**src/design/etsv_pkg.sv**
```systemverilog
package etsv_pkg;

	localparam int HEADER_LENGTH = 53;
	localparam logic [8*HEADER_LENGTH-1:0] HEADER_TEXT =
		{"document", "_id\tversion\tdeleted\ttitle\tbody\ttags\ttimestamp"};

	localparam logic [7:0] CH_NEWLINE   = 8'h0a;
	localparam logic [7:0] CH_TAB       = 8'h09;
	localparam logic [7:0] CH_CR        = 8'h0d;
	localparam logic [7:0] CH_BACKSLASH = 8'h5c;
	localparam logic [7:0] CH_LOWER_T   = 8'h74;
	localparam logic [7:0] CH_LOWER_N   = 8'h6e;
	localparam logic [7:0] CH_LOWER_R   = 8'h72;
	localparam logic [7:0] CH_ZERO      = 8'h30;
	localparam logic [7:0] CH_ONE       = 8'h31;
	localparam logic [7:0] CH_NINE      = 8'h39;

	localparam logic [2:0] COLUMN_COUNT_M1 = 3'd6;

	localparam logic [1:0] KIND_DATA  = 2'd0;
	localparam logic [1:0] KIND_ROW   = 2'd1;
	localparam logic [1:0] KIND_ERROR = 2'd2;
	localparam logic [1:0] KIND_DONE  = 2'd3;

	localparam logic [2:0] ERR_HEADER  = 3'd0;
	localparam logic [2:0] ERR_ESCAPE  = 3'd1;
	localparam logic [2:0] ERR_COLUMNS = 3'd2;
	localparam logic [2:0] ERR_ID      = 3'd3;
	localparam logic [2:0] ERR_VERSION = 3'd4;
	localparam logic [2:0] ERR_DELETED = 3'd5;

	// largest accumulator that still takes one more digit without overflow
	localparam logic [63:0] VER_LIMIT_LOW  = 64'd1844674407370955161;
	localparam logic [63:0] VER_LIMIT_HIGH = 64'd1844674407370955160;

	localparam int TDATA_BITS = 128;

	typedef struct packed {
		logic [1:0]  kind;
		logic [7:0]  data_byte;
		logic [2:0]  column_index;
		logic [31:0] row_line;
		logic [63:0] version_value;
		logic        deleted_flag;
		logic [2:0]  error_code;
		logic [15:0] error_column;
		logic        last;
	} result_t;

	typedef struct packed {
		logic [1:0] count;
		result_t    first;
		result_t    second;
	} push_t;

	function automatic logic [7:0] header_char(input logic [5:0] pos);
		logic [5:0] idx;
		idx = 6'(HEADER_LENGTH - 1) - pos;
		return HEADER_TEXT[8*idx +: 8];
	endfunction

endpackage

```
**src/design/etsv_parse.sv**
```systemverilog
module etsv_parse #(
	parameter int LENGTH_BITS = 16,
	parameter int LINE_BITS = 32
) (
	input  logic             clk,
	input  logic             arst_n,
	input  logic             fire,
	input  logic             cmd,
	input  logic [7:0]       file_byte,
	output etsv_pkg::push_t  push
);
	import etsv_pkg::*;

	localparam logic [1:0] PH_HEADER = 2'd0;
	localparam logic [1:0] PH_ROWS   = 2'd1;
	localparam logic [1:0] PH_STOP   = 2'd2;

	logic [1:0]             phase_q, phase_n;
	logic [5:0]             hdr_pos_q, hdr_pos_n;
	logic                   hdr_bad_q, hdr_bad_n;
	logic [LINE_BITS-1:0]   line_q, line_n;
	logic [LENGTH_BITS-1:0] raw_len_q, raw_len_n;
	logic                   esc_q, esc_n;
	logic [2:0]             tabs_q, tabs_n;
	logic                   id_seen_q, id_seen_n;
	logic [63:0]            ver_q, ver_n;
	logic                   ver_bad_q, ver_bad_n;
	logic                   ver_dig_q, ver_dig_n;
	logic [1:0]             del_len_q, del_len_n;
	logic                   del_val_q, del_val_n;

	logic [63:0]  line_ext;
	logic [31:0]  line_num;
	logic [31:0]  len_ext;
	logic [15:0]  len_clamp;
	logic [7:0]   dec;
	logic         esc_ok;
	logic         is_digit;
	logic [3:0]   digit;
	logic [63:0]  ver_limit;
	logic [63:0]  ver_next;
	result_t      fin;
	logic         fin_err;
	result_t      data_res;
	result_t      done_res;
	result_t      res0, res1;
	logic [1:0]   n_res;

	assign line_ext  = 64'(line_q);
	assign line_num  = (line_ext > 64'hFFFF_FFFF) ? 32'hFFFF_FFFF : line_ext[31:0];
	assign len_ext   = 32'(raw_len_q);
	assign len_clamp = (len_ext > 32'hFFFF) ? 16'hFFFF : len_ext[15:0];

	always_comb begin
		esc_ok = 1'b1;
		case (file_byte)
			CH_LOWER_T:   dec = CH_TAB;
			CH_LOWER_N:   dec = CH_NEWLINE;
			CH_LOWER_R:   dec = CH_CR;
			CH_BACKSLASH: dec = CH_BACKSLASH;
			default: begin
				dec = file_byte;
				esc_ok = 1'b0;
			end
		endcase
		if (!esc_q) begin
			dec = file_byte;
		end
	end

	assign is_digit  = (dec >= CH_ZERO) && (dec <= CH_NINE);
	assign digit     = 4'(dec - CH_ZERO);
	assign ver_limit = (digit > 4'd5) ? VER_LIMIT_HIGH : VER_LIMIT_LOW;
	assign ver_next  = {ver_q[60:0], 3'b000} + {ver_q[62:0], 1'b0} + 64'(digit);

	always_comb begin
		fin = '0;
		fin.row_line = line_num;
		fin.kind = KIND_ERROR;
		if (esc_q) begin
			fin.error_code = ERR_ESCAPE;
			fin.error_column = len_clamp;
		end else if (tabs_q != COLUMN_COUNT_M1) begin
			fin.error_code = ERR_COLUMNS;
			fin.error_column = len_clamp;
		end else if (!id_seen_q) begin
			fin.error_code = ERR_ID;
		end else if (ver_bad_q || !ver_dig_q || ver_q == 64'd0) begin
			fin.error_code = ERR_VERSION;
			fin.error_column = 16'd1;
		end else if (del_len_q != 2'd1) begin
			fin.error_code = ERR_DELETED;
			fin.error_column = 16'd2;
		end else begin
			fin.kind = KIND_ROW;
			fin.version_value = ver_q;
			fin.deleted_flag = del_val_q;
		end
		fin_err = (fin.kind == KIND_ERROR);
	end

	always_comb begin
		data_res = '0;
		data_res.kind = KIND_DATA;
		data_res.data_byte = dec;
		data_res.column_index = tabs_q;
		done_res = '0;
		done_res.kind = KIND_DONE;
	end

	always_comb begin
		phase_n   = phase_q;
		hdr_pos_n = hdr_pos_q;
		hdr_bad_n = hdr_bad_q;
		line_n    = line_q;
		raw_len_n = raw_len_q;
		esc_n     = esc_q;
		tabs_n    = tabs_q;
		id_seen_n = id_seen_q;
		ver_n     = ver_q;
		ver_bad_n = ver_bad_q;
		ver_dig_n = ver_dig_q;
		del_len_n = del_len_q;
		del_val_n = del_val_q;
		res0      = '0;
		res1      = '0;
		n_res     = 2'd0;

		if (fire) begin
			case (phase_q)
				PH_HEADER: begin
					if (!cmd && file_byte != CH_NEWLINE) begin
						if (hdr_pos_q < 6'(HEADER_LENGTH)) begin
							if (header_char(hdr_pos_q) != file_byte) begin
								hdr_bad_n = 1'b1;
							end
							hdr_pos_n = hdr_pos_q + 6'd1;
						end else begin
							hdr_bad_n = 1'b1;
						end
					end else if (hdr_bad_q || hdr_pos_q != 6'(HEADER_LENGTH)) begin
						phase_n = PH_STOP;
						res0.kind = KIND_ERROR;
						res0.error_code = ERR_HEADER;
						res0.row_line = 32'd1;
						n_res = 2'd1;
					end else if (cmd) begin
						phase_n = PH_STOP;
						res0 = done_res;
						n_res = 2'd1;
					end else begin
						phase_n = PH_ROWS;
						if (line_q != '1) begin
							line_n = line_q + 1'b1;
						end
					end
				end
				PH_ROWS: begin
					if (cmd) begin
						phase_n = PH_STOP;
						if (raw_len_q != '0) begin
							res0 = fin;
							if (fin_err) begin
								n_res = 2'd1;
							end else begin
								res1 = done_res;
								n_res = 2'd2;
							end
						end else begin
							res0 = done_res;
							n_res = 2'd1;
						end
					end else if (file_byte == CH_NEWLINE) begin
						if (raw_len_q != '0) begin
							res0 = fin;
							n_res = 2'd1;
							if (fin_err) begin
								phase_n = PH_STOP;
							end
						end
						raw_len_n = '0;
						esc_n     = 1'b0;
						tabs_n    = 3'd0;
						id_seen_n = 1'b0;
						ver_n     = 64'd0;
						ver_bad_n = 1'b0;
						ver_dig_n = 1'b0;
						del_len_n = 2'd0;
						del_val_n = 1'b0;
						if (line_q != '1) begin
							line_n = line_q + 1'b1;
						end
					end else begin
						if (raw_len_q != '1) begin
							raw_len_n = raw_len_q + 1'b1;
						end
						if (esc_q && !esc_ok) begin
							esc_n = 1'b0;
							phase_n = PH_STOP;
							res0.kind = KIND_ERROR;
							res0.error_code = ERR_ESCAPE;
							res0.row_line = line_num;
							res0.error_column = len_clamp;
							n_res = 2'd1;
						end else if (!esc_q && file_byte == CH_BACKSLASH) begin
							esc_n = 1'b1;
						end else if (!esc_q && file_byte == CH_TAB) begin
							if (tabs_q != 3'd7) begin
								tabs_n = tabs_q + 3'd1;
							end
						end else begin
							esc_n = 1'b0;
							res0 = data_res;
							n_res = 2'd1;
							case (tabs_q)
								3'd0: id_seen_n = 1'b1;
								3'd1: begin
									if (is_digit) begin
										ver_dig_n = 1'b1;
										if (!ver_bad_q) begin
											if (ver_q > ver_limit) begin
												ver_bad_n = 1'b1;
											end else begin
												ver_n = ver_next;
											end
										end
									end else begin
										ver_bad_n = 1'b1;
									end
								end
								3'd2: begin
									if (del_len_q == 2'd0 && (dec == CH_ZERO || dec == CH_ONE)) begin
										del_len_n = 2'd1;
										del_val_n = dec[0];
									end else begin
										del_len_n = 2'd2;
									end
								end
								default: ;
							endcase
						end
					end
				end
				default: ;
			endcase
		end
		res0.last = (n_res == 2'd1);
		res1.last = (n_res == 2'd2);
	end

	assign push.count  = n_res;
	assign push.first  = res0;
	assign push.second = res1;

	always_ff @(posedge clk or negedge arst_n) begin
		if (!arst_n) begin
			phase_q   <= PH_HEADER;
			hdr_pos_q <= 6'd0;
			hdr_bad_q <= 1'b0;
			line_q    <= LINE_BITS'(1);
			raw_len_q <= '0;
			esc_q     <= 1'b0;
			tabs_q    <= 3'd0;
			id_seen_q <= 1'b0;
			ver_q     <= 64'd0;
			ver_bad_q <= 1'b0;
			ver_dig_q <= 1'b0;
			del_len_q <= 2'd0;
			del_val_q <= 1'b0;
		end else begin
			phase_q   <= phase_n;
			hdr_pos_q <= hdr_pos_n;
			hdr_bad_q <= hdr_bad_n;
			line_q    <= line_n;
			raw_len_q <= raw_len_n;
			esc_q     <= esc_n;
			tabs_q    <= tabs_n;
			id_seen_q <= id_seen_n;
			ver_q     <= ver_n;
			ver_bad_q <= ver_bad_n;
			ver_dig_q <= ver_dig_n;
			del_len_q <= del_len_n;
			del_val_q <= del_val_n;
		end
	end

`ifndef NO_ASSERTIONS
	a_stop_holds: assert property (@(posedge clk) disable iff (!arst_n)
		phase_q == PH_STOP |=> phase_q == PH_STOP)
		else $error("left stopped phase");

	a_error_stops: assert property (@(posedge clk) disable iff (!arst_n)
		(n_res != 2'd0 && res0.kind == KIND_ERROR) |=> phase_q == PH_STOP)
		else $error("error result without stop");

	a_two_only_at_end: assert property (@(posedge clk) disable iff (!arst_n)
		n_res == 2'd2 |-> (cmd && res1.kind == KIND_DONE && res0.kind == KIND_ROW))
		else $error("two results outside end of input");
`endif

endmodule

```
**src/design/etsv_out_buf.sv**
```systemverilog
module etsv_out_buf (
	input  logic              clk,
	input  logic              arst_n,
	input  etsv_pkg::push_t   push,
	output logic              room,
	output logic              head_valid,
	input  logic              head_ready,
	output etsv_pkg::result_t head
);
	import etsv_pkg::*;

	result_t    slot_q [4];
	logic [1:0] wr_q;
	logic [1:0] rd_q;
	logic [2:0] count_q;
	logic       pop;

	assign head_valid = (count_q != 3'd0);
	assign head       = slot_q[rd_q];
	assign pop        = head_valid && head_ready;
	assign room       = (count_q <= 3'd2);

	always_ff @(posedge clk) begin
		if (push.count != 2'd0) begin
			slot_q[wr_q] <= push.first;
		end
		if (push.count == 2'd2) begin
			slot_q[wr_q + 2'd1] <= push.second;
		end
	end

	always_ff @(posedge clk or negedge arst_n) begin
		if (!arst_n) begin
			wr_q    <= 2'd0;
			rd_q    <= 2'd0;
			count_q <= 3'd0;
		end else begin
			wr_q    <= wr_q + push.count;
			rd_q    <= rd_q + 2'(pop);
			count_q <= count_q + 3'(push.count) - 3'(pop);
		end
	end

`ifndef NO_ASSERTIONS
	a_no_overflow: assert property (@(posedge clk) disable iff (!arst_n)
		count_q <= 3'd4)
		else $error("result buffer overflow");

	a_push_has_room: assert property (@(posedge clk) disable iff (!arst_n)
		push.count != 2'd0 |-> room)
		else $error("push without room");

	a_push_count: assert property (@(posedge clk) disable iff (!arst_n)
		push.count != 2'd3)
		else $error("bad push count");
`endif

endmodule

```
**src/design/escaped_tsv_row_validator.sv**
```systemverilog
// escaped tsv row validator
// input channel s_axis: one transfer per file byte; tuser = 1 marks end of
// input (tdata then ignored), tuser = 0 carries a raw file byte in tdata
// output channel m_axis: tuser gives the result kind (data byte, row
// complete, error, finished); tlast marks the last result of an input byte;
// tdata carries the result fields, packed as listed at the port
// first line is checked against the fixed header; later lines are split on
// tabs, escapes decoded, and each decoded byte is sent with its column
// throughput: one byte per cycle while the output buffer has room; end of input may give two results
// an input register feeds the decode logic, results go to a four-entry
// output buffer; s_axis_tready drops only when that buffer holds three or
// more results, so a stalled receiver backs up into the input after three
// after reset the block expects the header line, line count starts at one
// after an error or a finished result the block ignores all input until reset
module escaped_tsv_row_validator #(
	parameter int LENGTH_BITS = 16,
	parameter int LINE_BITS = 32
) (
	input  logic                               clk,
	input  logic                               arst_n,
	input  logic                               s_axis_tvalid,
	output logic                               s_axis_tready,
	input  logic [7:0]                         s_axis_tdata,  // file_byte
	input  logic                               s_axis_tuser,  // cmd
	output logic                               m_axis_tvalid,
	input  logic                               m_axis_tready,
	// data_byte, column_index, line number, version_value, deleted_flag,
	// error_code, error_column, zero pad
	output logic [etsv_pkg::TDATA_BITS-1:0]    m_axis_tdata,
	output logic [1:0]                         m_axis_tuser,  // kind
	output logic                               m_axis_tlast
);
	import etsv_pkg::*;

	logic       valid_s1;
	logic       cmd_s1;
	logic [7:0] byte_s1;
	logic       room;
	logic       fire_s1;
	logic       in_fire;
	push_t      push;
	result_t    head;

	assign fire_s1       = valid_s1 && room;
	assign s_axis_tready = !valid_s1 || room;
	assign in_fire       = s_axis_tvalid && s_axis_tready;

	always_ff @(posedge clk or negedge arst_n) begin
		if (!arst_n) begin
			valid_s1 <= 1'b0;
		end else if (in_fire) begin
			valid_s1 <= 1'b1;
		end else if (fire_s1) begin
			valid_s1 <= 1'b0;
		end
	end

	always_ff @(posedge clk) begin
		if (in_fire) begin
			cmd_s1  <= s_axis_tuser;
			byte_s1 <= s_axis_tdata;
		end
	end

	etsv_parse #(
		.LENGTH_BITS(LENGTH_BITS),
		.LINE_BITS(LINE_BITS)
	) u_parse (
		.clk(clk),
		.arst_n(arst_n),
		.fire(fire_s1),
		.cmd(cmd_s1),
		.file_byte(byte_s1),
		.push(push)
	);

	etsv_out_buf u_out (
		.clk(clk),
		.arst_n(arst_n),
		.push(push),
		.room(room),
		.head_valid(m_axis_tvalid),
		.head_ready(m_axis_tready),
		.head(head)
	);

	assign m_axis_tuser = head.kind;
	assign m_axis_tlast = head.last;
	assign m_axis_tdata = {1'b0, head.error_column, head.error_code, head.deleted_flag,
		head.version_value, head.row_line, head.column_index, head.data_byte};

endmodule
```
**config.mk**
```make
export PLATFORM = sky130hd
export DESIGN_NAME = escaped_tsv_row_validator
export DESIGN_NICKNAME = d
export VERILOG_FILES = /design/src/design/etsv_pkg.sv /design/src/design/etsv_parse.sv /design/src/design/etsv_out_buf.sv /design/src/design/escaped_tsv_row_validator.sv
export SDC_FILE = /design/constraint.sdc
export NUM_CORES = 2
export LEC_CHECK = 0
export ABC_AREA = 0
export BUFFER_PORTS_ARGS = -buffer_cell sky130_fd_sc_hd__buf_2
export CAP_MARGIN = 10
export CORE_UTILIZATION = 56
export CTS_CLUSTER_DIAMETER = 40
export DETAILED_ROUTE_END_ITERATION = 10
export HOLD_SLACK_MARGIN = 0.06
export PLACE_DENSITY = 0.83
export SETUP_SLACK_MARGIN = 0.1
export SYNTH_ARGS = -nofsm -noshare
export SYNTH_HDL_FRONTEND = slang
export SYNTH_HIERARCHICAL = 1
export SYNTH_SLANG_ARGS = --single-unit
```
**constraint.sdc**
```tcl
create_clock -name clk -period 15.6 [get_ports clk]
set_clock_uncertainty 0.1 [all_clocks]
set_input_delay 3.12 -clock clk [delete_from_list [all_inputs] [get_ports clk]]
set_output_delay 3.12 -clock clk [all_outputs]
set_load 0.02 [all_outputs]
```
# Word-level counts from Yosys, hierarchy flattened
# Memory sizes are Yosys's and may differ from the RTL's.
# Cells that the tools add are included.
# Widths: inputs -> output; s select.
dict set report op_classes {
  n_bitwise 1
  reduce_logical 50
  n_eq_ne 37
  n_mux 136
  magnitude_cmp 8
  n_mul 0
  n_div 0
  n_addsub 13
  n_shift 1
}
# cell count
set ops {}
lappend ops {{$mux 130} 13}
lappend ops {{$mux 64} 8}
lappend ops {{$mux 65} 7}
lappend ops {{$shiftx 424x10->8 const A} 1}
lappend ops {{$mux 32} 9}
lappend ops {{$pmux 130 s2} 1}
lappend ops {{$mux 128} 1}
lappend ops {{$mux 19} 5}
lappend ops {{$add 64x4->64} 1}
lappend ops {{$add 64x64->64} 1}
lappend ops {{$gt 64x64->1} 1}
lappend ops {{$logic_not 64->1} 1}
lappend ops {{$mux 16} 4}
lappend ops {{$pmux 32 s2} 1}
lappend ops {{$mux 2} 30}
lappend ops {{$mux 1} 43}
lappend ops {{$reduce_and 7->1} 5}
lappend ops {{$add 32x1->32 const B} 1}
lappend ops {{$eq 8x7->1 const B} 4}
lappend ops {{$gt 32x32->1 const B} 1}
lappend ops {{$ne 32x32->1 const B} 1}
lappend ops {{$pmux 8 s4} 1}
lappend ops {{$mux 11} 2}
lappend ops {{$reduce_bool 2->1} 11}
lappend ops {{49 further kinds} 93}
dict set report totals {
  n_memories 1
  latchBits 0
  romBits 0
  in_bits 13
  elab_cells 266
  ramBits 520
  reg_bits 148
}
# memory depth width read_ports rd_ports_with_merged_regs write_ports line
set mem_list {}
lappend mem_list {u_out.slot_q 4 130 1 0 2 etsv_out_buf.sv:12} ;# result_t slot_q [4];

# Logic depth before layout (Yosys ltp)
dict set report depth {
  ltp_word 16
  mapped_depth 22
  ltp_nobuf 20
}

# Cells and area by module
# Netlist, hierarchy kept.
# mod area_each_um2 cells_per_inst instances
set by_module_without_submodules {}
lappend by_module_without_submodules {etsv_out_buf 25533.2 1298 1}
lappend by_module_without_submodules {etsv_parse 13494.2 1679 1}
lappend by_module_without_submodules {escaped_tsv_row_validator 341.6 16 1}

# Worst setup path after synthesis
# Ideal clock, no wire load.
dict set report synth_path {
  path_type {register to register}
  startpoint {register u_parse.raw_len_q[0]}
  endpoint {memory u_out/slot_q[0][0] (netlist bit), enable pin}
  path_slack_ns 3.431
  synth_period_minus_slack_ns 12.169
  stages_incl_launch_ff 11
  setup_ns 0.799
  arrival_time_ns 11.270
  cell_sequence {dfrtp_1 > inv_1 > ha_1 > nor4b_1 > and4_1 > clkbuf_1 > nand3b_1 > nand3_1 > a21oi_1 > o21bai_1 > o21ai_0}
}
# element line
set synth_lines {}
lappend synth_lines {{from (decl)} etsv_parse.sv:22} ;# logic [LENGTH_BITS-1:0] raw_len_q, raw_len_n;
lappend synth_lines {{from (signal assigned)} etsv_parse.sv:275} ;# raw_len_q <= raw_len_n;
lappend synth_lines {{to (decl)} etsv_out_buf.sv:12}

# Final worst setup path
dict set report layout_path {
  startpoint {register u_out.rd_q[0]}
  endpoint {output port m_axis_tdata[61] (netlist bit)}
}
dict set report layout_between {
  elab_chain_cells 1
}
# element line
set layout_lines {}
lappend layout_lines {{from (decl)} etsv_out_buf.sv:14} ;# logic [1:0] rd_q;
lappend layout_lines {{from (signal assigned)} etsv_out_buf.sv:39} ;# rd_q <= rd_q + 2'(pop);
lappend layout_lines {{$mem_v2 4x130} n/a}
lappend layout_lines {{to (decl)} escaped_tsv_row_validator.sv:29} ;# output logic [etsv_pkg::TDATA_BITS-1:0] m_axis_tdata,
# Every way passes these cells.

==> impl_metrics.tcl <==
set metrics [dict create \
    status "completed" \
    ys_ff_latch 668 \
    grt_pass1_wl_um 139000 \
    grt_start_max_net_pins 131 \
    rsz0062_at_grt "no" \
    cts_buffers 99 \
    nets 3270 \
    ys.flop_type "edfxtp_1" \
    worst_slack_ns 8.96 \
    antenna_found_initial 4 \
    hold_path.class "flop to flop" \
    path_clk_slew_ns 0.05 \
    cts_root_buffer "clkbuf_16" \
    synth.yosys.seq_area_share_pct 49.2 \
    worstHoldPathCells 1 \
    wirelength_um 88800 \
    min_period_over_period_pct 42.6 \
    clock_latency_ns 0.65 \
    cts_setup_buffers 0 \
    cts_max_level 3 \
    met2_length_um 43100 \
    cts_tree "yes" \
    first_global_vias 25033 \
    drv_cap 0 \
    clock.fmax_mhz 150 \
    place_ws_ns 9.51 \
    grt_usage_pct 25.0 \
    maxSlewHeadroom_pct 19.7 \
    cts_hold_buffers 0 \
    dr.first_iter.drc_count 2323 \
    r2r_cells 12 \
    m1WireLength_um 38300 \
    total_power_mw 5.35 \
    die_w_um 267 \
    ys_warn_count 6 \
    endpoint_kind "output pin" \
    routedWlPerCell_um 21.5 \
    finalSetupViolCount 0 \
    overflow 0 \
    path_max_fanout 47 \
    powerDensity_mw_per_mm2 123 \
    utilization_pct 63.0 \
    synth_area_mm2 0.0394 \
    fill_cells 5058 \
    synthCells 2993 \
    initial_utilization_pct 57.0 \
    drt_pass1_iterations 5 \
    synthToLayoutAreaGrowth_pct 10.4 \
    crit_type "flop to output pin" \
    p_leak_nw 18.0 \
    final.setup.tns_ns 0 \
    io_pins 146 \
    ir_drop_mv 0.110 \
    dr_total_vias 24765 \
    cp.arrival_ns 3.42 \
    maxUsedRoutingLayer "met5" \
    rows 96 \
    dieHeight_um 267 \
    cts_resized 0 \
    clockBufferDepth 3 \
    io_buffer_count 144 \
    coreArea_mm2 0.0691 \
    drc 0 \
    ant_nets 0 \
    dieArea_mm2 0.0714 \
    dp_hpwl_um 56200 \
    synth_area_per_cell_um2 13.2 \
    routabilityCongestion 0.932 \
    synth-async-reset-ratio_pct 20.8 \
    dr_wl_met3_um 4990 \
    synth.distinct_cells 91 \
    synth_edf_count 529 \
    drive_above_1_share_pct 28.9 \
    finalCriticalPeriod_ns 6.65 \
    cts.sinks 668 \
    final_max_slew_viol_count 0 \
    startpoint_type "flop" \
    worstPathRequired_ns 12.38 \
    finalHoldViolCount 0 \
    viasPerCell 6.00 \
    tightest_slew_ns 1.20 \
]
-- cell usage in the layout (no fill, tap or decap), types with 38 or more instances in the layout --
master | synthesis | routed
edfxtp_1 | 529 | 529
mux2_2 | 416 | 416
nand2_1 | 171 | 171
buf_2 | 44 | 144
ha_1 | 143 | 143
dfrtp_1 | 138 | 136
mux4_2 | 130 | 130
conb_1 | 2 | 128
and2_1 | 118 | 118
nor2_1 | 118 | 116
mux2_1 | 109 | 109
a21oi_1 | 107 | 106
o21ai_0 | 102 | 101
clkbuf_16 | 0 | 100
xnor2_1 | 74 | 74
inv_1 | 51 | 51
xor2_1 | 47 | 47
o31ai_1 | 39 | 39
nand3_1 | 38 | 38
-- final cells by class --
cell class | instances | area (um2) | area share (%)
Sequential cell | 668 | 19400 | 44.6
Multi-Input combinational cell | 2118 | 18400 | 42.3
Clock buffer | 119 | 2600 | 5.99
Tap cell | 931 | 1160 | 2.68
Timing Repair Buffer | 172 | 960 | 2.21
Clock inverter | 69 | 772 | 1.78
Inverter | 52 | 195 | 0.449
Antenna cell | 1 | 2.50 | 0.00575
-- layer usage --
layer / GRT usage [%] / vias up
met4: 7.84 / 6
met1: 33.9 / 12341
met2: 41.1 / 807
met3: 4.11 / 152
met5: 0 / -
li1: - / 11459
-- logic make-up after synthesis --
group,count (synthesis),synth area share (%)
xor gates and xnor gates,121,2.69
adders and majority gates,146,4.70
buffers and inverters,333,5.43
muxes,661,22.6
AOI/OAI and AO/OA,413,6.70
other,2,0.0191
and+or+nand+nor,649,8.66
DFF,668,49.2
-- Yosys cell counts (38+ instances only) --
cell type    n  area share [%]
a21oi_1    107             1.4
and2_1     118             1.9
buf_2       44            0.56
buf_4      145             2.8
clkbuf_1    56            0.53
dfrtp_1    138             8.8
edfxtp_1   529              40
ha_1       143             4.5
inv_1       51            0.49
mux2_1     109             3.1
mux2_2     416              12
mux4_2     130             7.4
nand2_1    171             1.6
nand3_1     38            0.48
nor2_1     118             1.1
o21ai_0    102             1.3
o31ai_1     39            0.74
xnor2_1     74             1.6
xor2_1      47             1.0
-- worst paths after layout --
path,startpoint,to,slack [ns]
setup reg to reg,u_parse/ver_q[14],u_out/slot_q[3][48],9.60
hold reg to reg,u_parse/line_q[9],u_parse/line_q[9],0.39
hold / removal,u_parse/line_q[9],u_parse/line_q[9],0.39
min in group asynchronous,arst_n,u_parse/raw_len_q[10],2.37
setup / recovery,u_out/rd_q[0],m_axis_tdata[61],8.96
max in group asynchronous,arst_n,u_parse/ver_q[31],11.51
-- where the power goes --
part | leakage [nW] | internal [mW] | switching, mW
clock | 1.61 | 1.35 | 0.865
combinational | 9.29 | 0.479 | 0.643
sequential | 7.13 | 1.93 | 0.0839
-- through the flow --
step / cell area, um2 / hold WS [ns] / instances
2_1_floorplan: 39800 / 0.347 / 3119
3_3_place_gp: 40100 / 0.367 / 3940
3_5_place_dp: 40100 / 0.378 / 3940
4_1_cts: 43500 / 0.385 / 4128
5_1_grt: 43500 / 0.396 / 4130
6_report: 43500 / 0.388 / 4130
-- sequential cells by signal, indices dropped and copies added, names as in the netlist, 2 cells and up --
name / count
byte_s1: 8
u_out/count_q: 3
u_out/rd_q: 2
u_out/slot_q: 520
u_out/wr_q: 2
u_parse/del_len_q: 2
u_parse/hdr_pos_q: 6
u_parse/line_q: 32
u_parse/phase_q: 2
u_parse/raw_len_q: 16
u_parse/tabs_q: 3
u_parse/ver_q: 64
-- worst max-delay path, stage by stage (launching register included) --
cell and delay, ns:
dfrtp_4 1.04, buf_4 0.84, mux4_2 0.63, buf_2 0.18
Power figures use the tool's default switching activity.
